`src/sv/assert_macros.svh`:
```
// assertion helpers shared by the rtl
`ifndef ASSERT_MACROS_SVH
`define ASSERT_MACROS_SVH

// clocked assertion, switched off while reset is asserted
`define ASSERT_CLK(lbl, clk, rstn, prop, msg) \
  lbl: assert property (@(posedge clk) disable iff (!rstn) prop) else $error(msg);

// clocked assertion that also holds during reset
`define ASSERT_ALWAYS_CLK(lbl, clk, prop, msg) \
  lbl: assert property (@(posedge clk) prop) else $error(msg);

`endif

```
`src/sv/lkdd_pkg.sv`:
```
`default_nettype none

package lkdd_pkg;

  // default geometry
  localparam int unsigned SAMPLE_BITS_DEF = 12;
  localparam int unsigned DIR_LEVELS_DEF  = 4;
  localparam int unsigned BTN_LEVELS_DEF  = 2;

  // result field widths
  localparam int unsigned CODE_W     = 5;
  localparam int unsigned DIR_CODE_W = 3;
  localparam int unsigned BTN_CODE_W = 2;
  localparam int unsigned DIR_IDX_W  = DIR_CODE_W - 1;
  localparam int unsigned BTN_IDX_W  = BTN_CODE_W - 1;

  // no key codes, all ones in two's complement
  localparam logic [CODE_W-1:0]     NO_KEY     = '1;
  localparam logic [DIR_CODE_W-1:0] NO_DIR     = '1;
  localparam logic [BTN_CODE_W-1:0] NO_BTN     = '1;
  // buttons start after the eight direction codes
  localparam logic [CODE_W-1:0]     BTN_BASE   = CODE_W'(8);

  // configuration
  localparam int unsigned TOL_W      = 8;
  localparam int unsigned CNT_W      = 8;
  localparam logic [TOL_W-1:0] TOL_RESET   = TOL_W'(26);
  localparam logic [CNT_W-1:0] LIMIT_RESET = CNT_W'(10);

  localparam int unsigned APB_DATA_W = 64;
  localparam int unsigned APB_ADDR_W = 6;
  localparam int unsigned REG_IDX_W  = 3;
  localparam int unsigned REG_LSB    = 3;

  typedef enum logic [REG_IDX_W-1:0] {
    REG_CARDINAL  = 3'd0,
    REG_DIAGONAL  = 3'd1,
    REG_BUTTON    = 3'd2,
    REG_TOLERANCE = 3'd3,
    REG_LIMIT     = 3'd4
  } reg_idx_e;

endpackage

`default_nettype wire

```
`src/sv/lkdd_if.sv`:
```
`default_nettype none

// poll channel: one set of ladder samples
interface lkdd_in_if #(
  parameter int unsigned SampleBits = lkdd_pkg::SAMPLE_BITS_DEF
);
  logic                  valid;
  logic                  ready;
  logic [SampleBits-1:0] cardinal_sample;
  logic [SampleBits-1:0] diagonal_sample;
  logic [SampleBits-1:0] button_sample;

  modport source (output valid, output cardinal_sample, output diagonal_sample,
                  output button_sample, input ready);
  modport sink   (input valid, input cardinal_sample, input diagonal_sample,
                  input button_sample, output ready);
endinterface

// result channel: decoded codes and press flag
interface lkdd_out_if;
  logic                                      valid;
  logic                                      ready;
  logic                                      pressed;
  logic signed [lkdd_pkg::CODE_W-1:0]        combined_code;
  logic signed [lkdd_pkg::DIR_CODE_W-1:0]    cardinal_code;
  logic signed [lkdd_pkg::DIR_CODE_W-1:0]    diagonal_code;
  logic signed [lkdd_pkg::BTN_CODE_W-1:0]    button_code;

  modport source (output valid, output pressed, output combined_code,
                  output cardinal_code, output diagonal_code, output button_code,
                  input ready);
  modport sink   (input valid, input pressed, input combined_code,
                  input cardinal_code, input diagonal_code, input button_code,
                  output ready);
endinterface

`default_nettype wire

```
`src/sv/ladder_keypad_decode_debounce.sv`:
```
`default_nettype none

// Resistor ladder keypad decoder with debounce. Each transfer on in_i carries one poll of
// three ADC samples (cardinal, diagonal and option button ladders); each poll gives exactly
// one transfer on out_o with the matched level of every ladder (-1 for none, the highest
// matching level wins), the priority combined code (cardinal*2, else diagonal*2+1, else
// button+8, else -1) and a pressed flag raised when the debounce logic accepts a new stable
// code other than -1. One poll is taken per clock cycle while out_o is not stalled; it
// passes the input register, then the result register, and out_o back-pressure stalls both
// stages. The match windows are level +/- ((level*tolerance)>>8), worked out from the
// level and tolerance registers into a bounds register, so a register write is seen by
// polls taken from the cycle after the write onward. Registers sit on the APB port at
// byte address 8*index: cardinal levels, diagonal levels, button levels, tolerance and
// debounce limit; pready is always high and writes to other addresses are ignored.

`include "assert_macros.svh"

module ladder_keypad_decode_debounce #(
  parameter int unsigned SAMPLE_BITS      = lkdd_pkg::SAMPLE_BITS_DEF,
  parameter int unsigned DIRECTION_LEVELS = lkdd_pkg::DIR_LEVELS_DEF,
  parameter int unsigned BUTTON_LEVELS    = lkdd_pkg::BTN_LEVELS_DEF
) (
  input  wire                              clk_i,
  input  wire                              rst_ni,
  lkdd_in_if.sink                          in_i,
  lkdd_out_if.source                       out_o,
  input  wire                              psel,
  input  wire                              penable,
  input  wire                              pwrite,
  input  wire [lkdd_pkg::APB_ADDR_W-1:0]   paddr,
  input  wire [lkdd_pkg::APB_DATA_W-1:0]   pwdata,
  output logic [lkdd_pkg::APB_DATA_W-1:0]  prdata,
  output logic                             pready
);

  localparam int unsigned DirW  = DIRECTION_LEVELS * SAMPLE_BITS;
  localparam int unsigned BtnW  = BUTTON_LEVELS * SAMPLE_BITS;
  localparam int unsigned ProdW = SAMPLE_BITS + lkdd_pkg::TOL_W;
  localparam int unsigned HiW   = SAMPLE_BITS + 1;

  // ---------------------------------------------------------------------------
  // configuration registers
  // ---------------------------------------------------------------------------
  logic [DirW-1:0]               card_levels_q;
  logic [DirW-1:0]               diag_levels_q;
  logic [BtnW-1:0]               btn_levels_q;
  logic [lkdd_pkg::TOL_W-1:0]    tol_q;
  logic [lkdd_pkg::CNT_W-1:0]    limit_q;

  lkdd_pkg::reg_idx_e reg_idx;
  logic               cfg_wr;

  assign reg_idx = lkdd_pkg::reg_idx_e'(paddr[lkdd_pkg::APB_ADDR_W-1:lkdd_pkg::REG_LSB]);
  assign cfg_wr  = psel && penable && pwrite;
  assign pready  = 1'b1;

  always_ff @(posedge clk_i or negedge rst_ni) begin
    if (!rst_ni) begin
      card_levels_q <= '0;
      diag_levels_q <= '0;
      btn_levels_q  <= '0;
      tol_q         <= lkdd_pkg::TOL_RESET;
      limit_q       <= lkdd_pkg::LIMIT_RESET;
    end else if (cfg_wr) begin
      unique case (reg_idx)
        lkdd_pkg::REG_CARDINAL:  card_levels_q <= pwdata[DirW-1:0];
        lkdd_pkg::REG_DIAGONAL:  diag_levels_q <= pwdata[DirW-1:0];
        lkdd_pkg::REG_BUTTON:    btn_levels_q  <= pwdata[BtnW-1:0];
        lkdd_pkg::REG_TOLERANCE: tol_q         <= pwdata[lkdd_pkg::TOL_W-1:0];
        lkdd_pkg::REG_LIMIT:     limit_q       <= pwdata[lkdd_pkg::CNT_W-1:0];
        default: ;
      endcase
    end
  end

  // read back, zero extended
  always_comb begin
    unique case (reg_idx)
      lkdd_pkg::REG_CARDINAL:  prdata = lkdd_pkg::APB_DATA_W'(card_levels_q);
      lkdd_pkg::REG_DIAGONAL:  prdata = lkdd_pkg::APB_DATA_W'(diag_levels_q);
      lkdd_pkg::REG_BUTTON:    prdata = lkdd_pkg::APB_DATA_W'(btn_levels_q);
      lkdd_pkg::REG_TOLERANCE: prdata = lkdd_pkg::APB_DATA_W'(tol_q);
      lkdd_pkg::REG_LIMIT:     prdata = lkdd_pkg::APB_DATA_W'(limit_q);
      default:                 prdata = '0;
    endcase
  end

  // ---------------------------------------------------------------------------
  // window bounds: one small multiply per level, registered every cycle
  // lower bound never underflows as tolerance is below one, upper bound gets a carry bit
  // ---------------------------------------------------------------------------
  logic [SAMPLE_BITS-1:0] card_lo_d [DIRECTION_LEVELS];
  logic [HiW-1:0]         card_hi_d [DIRECTION_LEVELS];
  logic [SAMPLE_BITS-1:0] diag_lo_d [DIRECTION_LEVELS];
  logic [HiW-1:0]         diag_hi_d [DIRECTION_LEVELS];
  logic [SAMPLE_BITS-1:0] btn_lo_d  [BUTTON_LEVELS];
  logic [HiW-1:0]         btn_hi_d  [BUTTON_LEVELS];
  logic [SAMPLE_BITS-1:0] card_lo_q [DIRECTION_LEVELS];
  logic [HiW-1:0]         card_hi_q [DIRECTION_LEVELS];
  logic [SAMPLE_BITS-1:0] diag_lo_q [DIRECTION_LEVELS];
  logic [HiW-1:0]         diag_hi_q [DIRECTION_LEVELS];
  logic [SAMPLE_BITS-1:0] btn_lo_q  [BUTTON_LEVELS];
  logic [HiW-1:0]         btn_hi_q  [BUTTON_LEVELS];

  always_comb begin
    logic [SAMPLE_BITS-1:0] lvl;
    logic [ProdW-1:0]       prod;
    logic [SAMPLE_BITS-1:0] half;
    for (int i = 0; i < DIRECTION_LEVELS; i++) begin
      lvl          = card_levels_q[i*SAMPLE_BITS +: SAMPLE_BITS];
      prod         = ProdW'(lvl) * ProdW'(tol_q);
      half         = prod[ProdW-1:lkdd_pkg::TOL_W];
      card_lo_d[i] = lvl - half;
      card_hi_d[i] = HiW'(lvl) + HiW'(half);

      lvl          = diag_levels_q[i*SAMPLE_BITS +: SAMPLE_BITS];
      prod         = ProdW'(lvl) * ProdW'(tol_q);
      half         = prod[ProdW-1:lkdd_pkg::TOL_W];
      diag_lo_d[i] = lvl - half;
      diag_hi_d[i] = HiW'(lvl) + HiW'(half);
    end
    for (int i = 0; i < BUTTON_LEVELS; i++) begin
      lvl         = btn_levels_q[i*SAMPLE_BITS +: SAMPLE_BITS];
      prod        = ProdW'(lvl) * ProdW'(tol_q);
      half        = prod[ProdW-1:lkdd_pkg::TOL_W];
      btn_lo_d[i] = lvl - half;
      btn_hi_d[i] = HiW'(lvl) + HiW'(half);
    end
  end

  always_ff @(posedge clk_i) begin
    card_lo_q <= card_lo_d;
    card_hi_q <= card_hi_d;
    diag_lo_q <= diag_lo_d;
    diag_hi_q <= diag_hi_d;
    btn_lo_q  <= btn_lo_d;
    btn_hi_q  <= btn_hi_d;
  end

  // ---------------------------------------------------------------------------
  // handshake: input register then result register, each one deep
  // ---------------------------------------------------------------------------
  logic                   s1_valid_q;
  logic [SAMPLE_BITS-1:0] s1_card_q;
  logic [SAMPLE_BITS-1:0] s1_diag_q;
  logic [SAMPLE_BITS-1:0] s1_btn_q;
  logic                   out_valid_q;
  logic                   advance;
  logic                   in_take;

  // result register frees up when empty or when its transfer completes
  assign advance    = s1_valid_q && (!out_valid_q || out_o.ready);
  assign in_i.ready = !s1_valid_q || advance;
  assign in_take    = in_i.valid && in_i.ready;

  always_ff @(posedge clk_i or negedge rst_ni) begin
    if (!rst_ni) begin
      s1_valid_q <= 1'b0;
    end else if (in_i.ready) begin
      s1_valid_q <= in_i.valid;
    end
  end

  always_ff @(posedge clk_i) begin
    if (in_take) begin
      s1_card_q <= in_i.cardinal_sample;
      s1_diag_q <= in_i.diagonal_sample;
      s1_btn_q  <= in_i.button_sample;
    end
  end

  // ---------------------------------------------------------------------------
  // window match, later levels override earlier ones
  // ---------------------------------------------------------------------------
  logic                           card_hit, diag_hit, btn_hit;
  logic [lkdd_pkg::DIR_IDX_W-1:0] card_idx, diag_idx;
  logic [lkdd_pkg::BTN_IDX_W-1:0] btn_idx;

  always_comb begin
    card_hit = 1'b0;
    diag_hit = 1'b0;
    btn_hit  = 1'b0;
    card_idx = '0;
    diag_idx = '0;
    btn_idx  = '0;
    for (int i = 0; i < DIRECTION_LEVELS; i++) begin
      if (s1_card_q >= card_lo_q[i] && HiW'(s1_card_q) <= card_hi_q[i]) begin
        card_hit = 1'b1;
        card_idx = lkdd_pkg::DIR_IDX_W'(i);
      end
      if (s1_diag_q >= diag_lo_q[i] && HiW'(s1_diag_q) <= diag_hi_q[i]) begin
        diag_hit = 1'b1;
        diag_idx = lkdd_pkg::DIR_IDX_W'(i);
      end
    end
    for (int i = 0; i < BUTTON_LEVELS; i++) begin
      if (s1_btn_q >= btn_lo_q[i] && HiW'(s1_btn_q) <= btn_hi_q[i]) begin
        btn_hit = 1'b1;
        btn_idx = lkdd_pkg::BTN_IDX_W'(i);
      end
    end
  end

  logic [lkdd_pkg::DIR_CODE_W-1:0] card_code_d, diag_code_d;
  logic [lkdd_pkg::BTN_CODE_W-1:0] btn_code_d;
  logic [lkdd_pkg::CODE_W-1:0]     code_d;

  assign card_code_d = card_hit ? {1'b0, card_idx} : lkdd_pkg::NO_DIR;
  assign diag_code_d = diag_hit ? {1'b0, diag_idx} : lkdd_pkg::NO_DIR;
  assign btn_code_d  = btn_hit  ? {1'b0, btn_idx}  : lkdd_pkg::NO_BTN;

  // cardinal even codes, diagonal odd codes, buttons from eight up
  always_comb begin
    priority if (card_hit) begin
      code_d = lkdd_pkg::CODE_W'({card_idx, 1'b0});
    end else if (diag_hit) begin
      code_d = lkdd_pkg::CODE_W'({diag_idx, 1'b1});
    end else if (btn_hit) begin
      code_d = lkdd_pkg::BTN_BASE | lkdd_pkg::CODE_W'(btn_idx);
    end else begin
      code_d = lkdd_pkg::NO_KEY;
    end
  end

  // ---------------------------------------------------------------------------
  // debounce: count repeats of the same code, saturating counter
  // ---------------------------------------------------------------------------
  logic [lkdd_pkg::CODE_W-1:0] prev_code_q, prev_code_d;
  logic [lkdd_pkg::CODE_W-1:0] stable_code_q, stable_code_d;
  logic [lkdd_pkg::CNT_W-1:0]  count_q, count_d;
  logic                        pressed_d;

  always_comb begin
    prev_code_d   = code_d;
    stable_code_d = stable_code_q;
    pressed_d     = 1'b0;
    if (code_d == prev_code_q) begin
      count_d = (count_q == '1) ? count_q : count_q + lkdd_pkg::CNT_W'(1);
      if (count_d >= limit_q && code_d != stable_code_q) begin
        stable_code_d = code_d;
        // going back to idle is accepted quietly
        pressed_d     = (code_d != lkdd_pkg::NO_KEY);
      end
    end else begin
      // a change restarts the count, no acceptance on this poll
      count_d = '0;
    end
  end

  always_ff @(posedge clk_i or negedge rst_ni) begin
    if (!rst_ni) begin
      prev_code_q   <= lkdd_pkg::NO_KEY;
      stable_code_q <= lkdd_pkg::NO_KEY;
      count_q       <= '0;
    end else if (advance) begin
      prev_code_q   <= prev_code_d;
      stable_code_q <= stable_code_d;
      count_q       <= count_d;
    end
  end

  // ---------------------------------------------------------------------------
  // result register
  // ---------------------------------------------------------------------------
  logic                            pressed_q;
  logic [lkdd_pkg::CODE_W-1:0]     code_q;
  logic [lkdd_pkg::DIR_CODE_W-1:0] card_code_q, diag_code_q;
  logic [lkdd_pkg::BTN_CODE_W-1:0] btn_code_q;

  always_ff @(posedge clk_i or negedge rst_ni) begin
    if (!rst_ni) begin
      out_valid_q <= 1'b0;
    end else if (advance) begin
      out_valid_q <= 1'b1;
    end else if (out_o.ready) begin
      out_valid_q <= 1'b0;
    end
  end

  always_ff @(posedge clk_i) begin
    if (advance) begin
      pressed_q   <= pressed_d;
      code_q      <= code_d;
      card_code_q <= card_code_d;
      diag_code_q <= diag_code_d;
      btn_code_q  <= btn_code_d;
    end
  end

  assign out_o.valid         = out_valid_q;
  assign out_o.pressed       = pressed_q;
  assign out_o.combined_code = code_q;
  assign out_o.cardinal_code = card_code_q;
  assign out_o.diagonal_code = diag_code_q;
  assign out_o.button_code   = btn_code_q;

  // ---------------------------------------------------------------------------
  // assertions
  // ---------------------------------------------------------------------------
  `ASSERT_ALWAYS_CLK(a_rst_empty, clk_i, !rst_ni |=> !out_valid_q && !s1_valid_q,
    "pipeline not empty in reset")
  `ASSERT_CLK(a_press_not_idle, clk_i, rst_ni,
    out_valid_q && pressed_q |-> code_q != lkdd_pkg::NO_KEY, "press flagged on idle code")
  `ASSERT_CLK(a_card_priority, clk_i, rst_ni,
    out_valid_q && card_code_q != lkdd_pkg::NO_DIR |->
    code_q == lkdd_pkg::CODE_W'({card_code_q[lkdd_pkg::DIR_IDX_W-1:0], 1'b0}),
    "combined code ignores cardinal match")
  `ASSERT_CLK(a_change_restart, clk_i, rst_ni,
    advance && code_d != prev_code_q |=> count_q == '0, "count not restarted on change")
  `ASSERT_CLK(a_press_takes_code, clk_i, rst_ni,
    advance && pressed_d |=> stable_code_q == $past(code_d), "pressed code not made stable")

endmodule

`default_nettype wire
```
`src/flat_wrapper.sv`:
```
// flat-port wrapper written by rule: the top's interface ports become plain ports
module ladder_keypad_decode_debounce_flat 
#(
  parameter int unsigned SAMPLE_BITS      = lkdd_pkg::SAMPLE_BITS_DEF,
  parameter int unsigned DIRECTION_LEVELS = lkdd_pkg::DIR_LEVELS_DEF,
  parameter int unsigned BUTTON_LEVELS    = lkdd_pkg::BTN_LEVELS_DEF
)
  (clk_i, rst_ni, psel, penable, pwrite, paddr, pwdata, prdata, pready, in_i_valid, in_i_cardinal_sample, in_i_diagonal_sample, in_i_button_sample, in_i_ready, out_o_valid, out_o_pressed, out_o_combined_code, out_o_cardinal_code, out_o_diagonal_code, out_o_button_code, out_o_ready);
  lkdd_in_if in_i_i ();
  lkdd_out_if out_o_i ();
  input  wire clk_i;
  input  wire rst_ni;
  input  wire psel;
  input  wire penable;
  input  wire pwrite;
  input  wire [lkdd_pkg::APB_ADDR_W-1:0] paddr;
  input  wire [lkdd_pkg::APB_DATA_W-1:0] pwdata;
  output logic [lkdd_pkg::APB_DATA_W-1:0] prdata;
  output logic pready;
  input wire logic [$bits(in_i_i.valid)-1:0] in_i_valid;
  input wire logic [$bits(in_i_i.cardinal_sample)-1:0] in_i_cardinal_sample;
  input wire logic [$bits(in_i_i.diagonal_sample)-1:0] in_i_diagonal_sample;
  input wire logic [$bits(in_i_i.button_sample)-1:0] in_i_button_sample;
  output wire logic [$bits(in_i_i.ready)-1:0] in_i_ready;
  output wire logic [$bits(out_o_i.valid)-1:0] out_o_valid;
  output wire logic [$bits(out_o_i.pressed)-1:0] out_o_pressed;
  output wire logic [$bits(out_o_i.combined_code)-1:0] out_o_combined_code;
  output wire logic [$bits(out_o_i.cardinal_code)-1:0] out_o_cardinal_code;
  output wire logic [$bits(out_o_i.diagonal_code)-1:0] out_o_diagonal_code;
  output wire logic [$bits(out_o_i.button_code)-1:0] out_o_button_code;
  input wire logic [$bits(out_o_i.ready)-1:0] out_o_ready;
  assign in_i_i.valid = in_i_valid;
  assign in_i_i.cardinal_sample = in_i_cardinal_sample;
  assign in_i_i.diagonal_sample = in_i_diagonal_sample;
  assign in_i_i.button_sample = in_i_button_sample;
  assign in_i_ready = in_i_i.ready;
  assign out_o_valid = out_o_i.valid;
  assign out_o_pressed = out_o_i.pressed;
  assign out_o_combined_code = out_o_i.combined_code;
  assign out_o_cardinal_code = out_o_i.cardinal_code;
  assign out_o_diagonal_code = out_o_i.diagonal_code;
  assign out_o_button_code = out_o_i.button_code;
  assign out_o_i.ready = out_o_ready;
  ladder_keypad_decode_debounce #(.SAMPLE_BITS(SAMPLE_BITS), .DIRECTION_LEVELS(DIRECTION_LEVELS), .BUTTON_LEVELS(BUTTON_LEVELS)) u_core (.clk_i(clk_i), .rst_ni(rst_ni), .in_i(in_i_i), .out_o(out_o_i), .psel(psel), .penable(penable), .pwrite(pwrite), .paddr(paddr), .pwdata(pwdata), .prdata(prdata), .pready(pready));
endmodule
```
`config.mk`:
```
export PLATFORM = sky130hd
export DESIGN_NAME = ladder_keypad_decode_debounce_flat
export DESIGN_NICKNAME = d
export VERILOG_FILES = /design/src/sv/lkdd_pkg.sv /design/src/sv/lkdd_if.sv /design/src/sv/ladder_keypad_decode_debounce.sv /design/src/flat_wrapper.sv
export VERILOG_INCLUDE_DIRS = /design/src /design/src/sv
export SDC_FILE = /design/constraint.sdc
export NUM_CORES = 2
export LEC_CHECK = 0
export BUFFER_PORTS_ARGS = -buffer_cell sky130_fd_sc_hd__buf_2
export CAP_MARGIN = 20
export CORE_ASPECT_RATIO = 0.8
export CORE_MARGIN = 2
export CORE_UTILIZATION = 55
export CTS_CLUSTER_SIZE = 28
export DETAILED_ROUTE_END_ITERATION = 7
export GPL_ROUTABILITY_DRIVEN = 0
export PLACE_DENSITY = 0.72
export REMOVE_ABC_BUFFERS = 1
export SYNTH_ARGS = -nofsm -noshare
export SYNTH_HDL_FRONTEND = slang
export SYNTH_SLANG_ARGS = --single-unit
```
`constraint.sdc`:
```
create_clock -name clk_i -period 8.5 [get_ports clk_i]
set_input_delay 0.85 -clock clk_i [delete_from_list [all_inputs] [get_ports clk_i]]
set_output_delay 0.85 -clock clk_i [all_outputs]
set_load 0.05 [all_outputs]
```
==> results list <==
- The first TritonRoute pass finished after 7 iterations.
- Sequential fraction of the synthesis area: 0.1794
* Worst VDD drop: 0.2590 mV
* Worst slack on hold paths: 0.1655 ns
- Once the clock tree was built, the setup fixing pass inserted 0 buffers.
* Setup repair after global routing missed its margin: false
* DRT iter0 DRCs: 2265
- During I/O placement, the number of pins put on the boundary was 194.
- Of the total power, the clock network draws 0.110.
- GRT overflow: 0
- Synth warnings: 0
- The first global-routing pass estimated 228500 um of wire.
- The detail route stage leaves a number of antenna-violating nets equal to 0.
- Global routing usage summed across all routing layers: 0.2688
- The floorplan step set the die width to 364.0 um.
* Highest achievable clock rate: 139.9 MHz
- Number of antenna violations at the first check in global routing: 10
- On the final layout, the worst clock skew is 0.02711 ns.
- TritonCTS built the clock tree.
- Max-cap violations in this run came to 0.
* Comb pwr share: 0.701
- Total Power: 21.88 mW
- Result of the run: finished, final reports clean
- Maximum level of the CTS H-tree: 2
* Number of distinct library cell variants in the gate-level netlist after synthesis: 89
* Sequential cell area: 0.01026 sq mm
- Pin count of the biggest net entering global routing: 68
- The path class of the tightest hold or removal check is in2async.
- STA classifies the critical path startpoint as a flip-flop.
- Vias/cell: 5.363
- The die covers 0.1063 sq mm.
* Number of buffers added by the clock tree synthesis step: 50
- Count of filler cells inserted in the layout: 8790
- Cell types occupying the most area after synthesis: sky130_fd_sc_hd__fa_1 (21%), sky130_fd_sc_hd__ha_1 (19%), sky130_fd_sc_hd__dfxtp_1 (8.4%), sky130_fd_sc_hd__inv_1 (8.1%), sky130_fd_sc_hd__and2_1 (7.6%)
- For this block, the routed nets add up to 138700 um of wire.
- After synthesis, the share of flip-flops with an asynchronous set or reset is 0.3498.
- CTS Sinks: 446
- At the worst endpoint, the required time is 9.03 ns.
- Part of the cycle the worst path needs: 0.8408
* Final critical-path required period: 7.147 ns
- Row generation in the floorplan step produced 105 rows.
* Total number of nets in the final design: 7901
* P_sw: 10.70 mW
* Worst Tran Pin Value: 1.011 ns
- Relative to the synthesized area, the layout overhead comes to 6.752%.
* Number of buffers on the longest clock path: 3
- Die height: 292.0 um
* Core region area: 0.1026 sq mm
- Once detailed placement completed, the half-perimeter wirelength came to 106600 um.
* Final hold violation count: 0
- Of the total power, registers draw 0.189.
* Critical path endpoint category: flip-flop
- Clock tree synthesis selected as its root buffer the cell sky130_fd_sc_hd__clkbuf_16.
- Count of final max-slew check failures: 0
* Area fraction of the dominant cell type after synthesis: 0.2142
* Clock insertion delay at the later pin of the skew report: 0.66 ns
- The initial utilization of the core area, before any placement, comes to 0.5557.
- After routing the design area is 0.06087 sq mm.
- The internal portion of the total power is 11.18 mW.
* Count of state elements after synthesis: 446
* Crit-path slowest cell: sky130_fd_sc_hd__dfstp_4
* Most common cell after layout, fill and taps aside: sky130_fd_sc_hd__inv_1
- For this run, the share of the core covered by cells in the final layout is 0.5933.
* Final count of negative-setup-slack endpoints: 0
* Post-cts resize count: 0
- Static leakage power: 31.98 nW
- Syn Std Cell Area: 0.05702 sq mm
* Relative slew slack: 0.3261
* EDFF count, synth: 50
- Post-route setup TNS: 0 ns
* Total DRC errors in the routed layout: 0
- The synthesized design spends more area on one cell type than any other, namely sky130_fd_sc_hd__fa_1.
* Avg Synthesized Cell Area: 9.080 sq um
* Cell Pwr Density: 359.4 mW/mm^2
- Buffers inserted to repair hold after CTS numbered 0.
* Most used cells in the layout excluding fill and tap cells: sky130_fd_sc_hd__inv_1 (1225), sky130_fd_sc_hd__ha_1 (868), sky130_fd_sc_hd__and2_1 (693)
* Highest net fanout along the worst path: 50
- After clock tree synthesis, the clock-pin slew on the worst setup and hold paths is 0.06 ns.
- The worst setup path is of the reg2reg kind.
- Dividing the detail-routed wire length by the instance count gives 17.90 um.
- Of the total power, the share spent switching nets is 0.4892.
* Arrival time of the worst setup path: 7.67 ns
* Cell area after placement: 0.05907 sq mm
* Fraction of final layout cells with drive strength greater than 1: 0.07667
* Highest cell delay on the worst timing path: 1.00 ns
* Count of input and output buffers: 157
- Primary flip-flop cell chosen by synthesis mapping: sky130_fd_sc_hd__dfxtp_1
* Instance count of the mapped netlist: 6280
* Multi-input gate area in the final layout: 0.04127 sq mm
- Count of vias placed by the detailed router: 41530
- The via count of the first global-routing pass is 43360.
state kept, by name, summed over array words and instances, names as in the netlist, 12 cells and up:
signal and count:
u_core.diag_lo_q 45, u_core.card_levels_q 48, u_core.btn_levels_q 24, u_core.btn_lo_q 24
u_core.s1_card_q 12, u_core.diag_levels_q 48, u_core.card_hi_q 48, u_core.diag_hi_q 51
u_core.card_lo_q 48, u_core.s1_diag_q 12, u_core.btn_hi_q 24, u_core.s1_btn_q 12
worst paths after layout:
kind,cells past startpoint,endpoint,slack (ns),startpoint
setup / recovery,33,u_core.diag_hi_q[25],1.35,u_core.tol_q[3]
hold / removal,1,u_core.card_levels_q[41],0.17,rst_ni
setup reg to reg,33,u_core.diag_hi_q[25],1.35,u_core.tol_q[3]
hold reg to reg,2,u_core.prev_code_q[2],0.48,u_core.prev_code_q[2]
max in group asynchronous,3,u_core.tol_q[6],6.36,rst_ni
min in group clk_i,1,u_core.s1_btn_q[6],0.37,in_i_button_sample[6]
layer usage:
metal  wire, um  vias up  global-route usage
met3       9324      196             0.03679
met1      63450    20460              0.3810
met5         36        -                   0
met4       3080        8             0.06416
met2      62760     1078              0.4349
li1           -    19790                   -
layout make-up:
cell class | instances | share of cell area
antenna | 1 | 0.00004111
clock buffer | 64 | 0.02294
clock inverter | 30 | 0.006598
inverter | 1227 | 0.07566
multi-input combinational | 4378 | 0.6780
sequential | 446 | 0.1685
tap | 1391 | 0.02859
timing repair buffer | 207 | 0.01971
cells in the mapped netlist (22+ instances only):
cell type and number:
sky130_fd_sc_hd__inv_1 1225, sky130_fd_sc_hd__ha_1 868, sky130_fd_sc_hd__and2_1 694, sky130_fd_sc_hd__fa_1 610, sky130_fd_sc_hd__nand2_1 382, sky130_fd_sc_hd__nor2_1 279, sky130_fd_sc_hd__a21oi_1 259, sky130_fd_sc_hd__dfxtp_1 240
sky130_fd_sc_hd__xnor2_1 222, sky130_fd_sc_hd__clkbuf_1 164, sky130_fd_sc_hd__dfrtp_1 141, sky130_fd_sc_hd__o21bai_1 114, sky130_fd_sc_hd__mux2_2 113, sky130_fd_sc_hd__o21ai_0 106, sky130_fd_sc_hd__xor2_1 87, sky130_fd_sc_hd__nor3_1 67
sky130_fd_sc_hd__a21o_1 60, sky130_fd_sc_hd__o21a_1 53, sky130_fd_sc_hd__edfxtp_1 50, sky130_fd_sc_hd__buf_1 46, sky130_fd_sc_hd__mux2i_1 36, sky130_fd_sc_hd__nand3_1 36, sky130_fd_sc_hd__nor2b_1 36, sky130_fd_sc_hd__and3_1 28
sky130_fd_sc_hd__a22o_1 24, sky130_fd_sc_hd__a211oi_1 23, sky130_fd_sc_hd__nand4_1 22
worst max-delay path, delay by kind of cell, from the launching register on:
family	cells	cell delay [ns]
buffers and inverters	6	0.74
adder cells (fa/ha/maj)	6	1.92
flip-flops	1	1.00
AO/OA/AOI/OAI	12	2.03
AND/OR/NAND/NOR	8	1.05
XOR/XNOR	1	0.18
metrics by stage:
stage          std cells  setup slack, ns
2_1_floorplan       6051            1.728
3_3_place_gp        7648            1.603
3_5_place_dp        7649            1.487
4_1_cts             7743            1.424
5_1_grt             7744           0.7656
6_report            7744            1.353
power groups by stage:
| stage | Clock, mW | Sequential [mW] | Combinational [mW] |
|---|---|---|---|
| floorplan | 0 | 3.82 | 11.8 |
| global placement | 0 | 4.13 | 14.7 |
| detailed placement | 0 | 4.15 | 15.2 |
| CTS | 2.45 | 4.11 | 15.4 |
| global route | 2.53 | 4.22 | 17.6 |
| finish | 2.40 | 4.13 | 15.3 |
kinds of logic after synthesis:
logic type | after synthesis | synth area share
muxes | 155 | 0.02982
buffers and inverters | 1471 | 0.09841
DFF | 446 | 0.1794
xor gates and xnor gates | 309 | 0.04746
and+or+nand+nor | 1625 | 0.1495
adders and majority gates | 1478 | 0.4046
AOI/OAI and AO/OA | 794 | 0.09071
other | 2 | 0.0001317
Note: power is estimated with default switching activity, not from simulation.
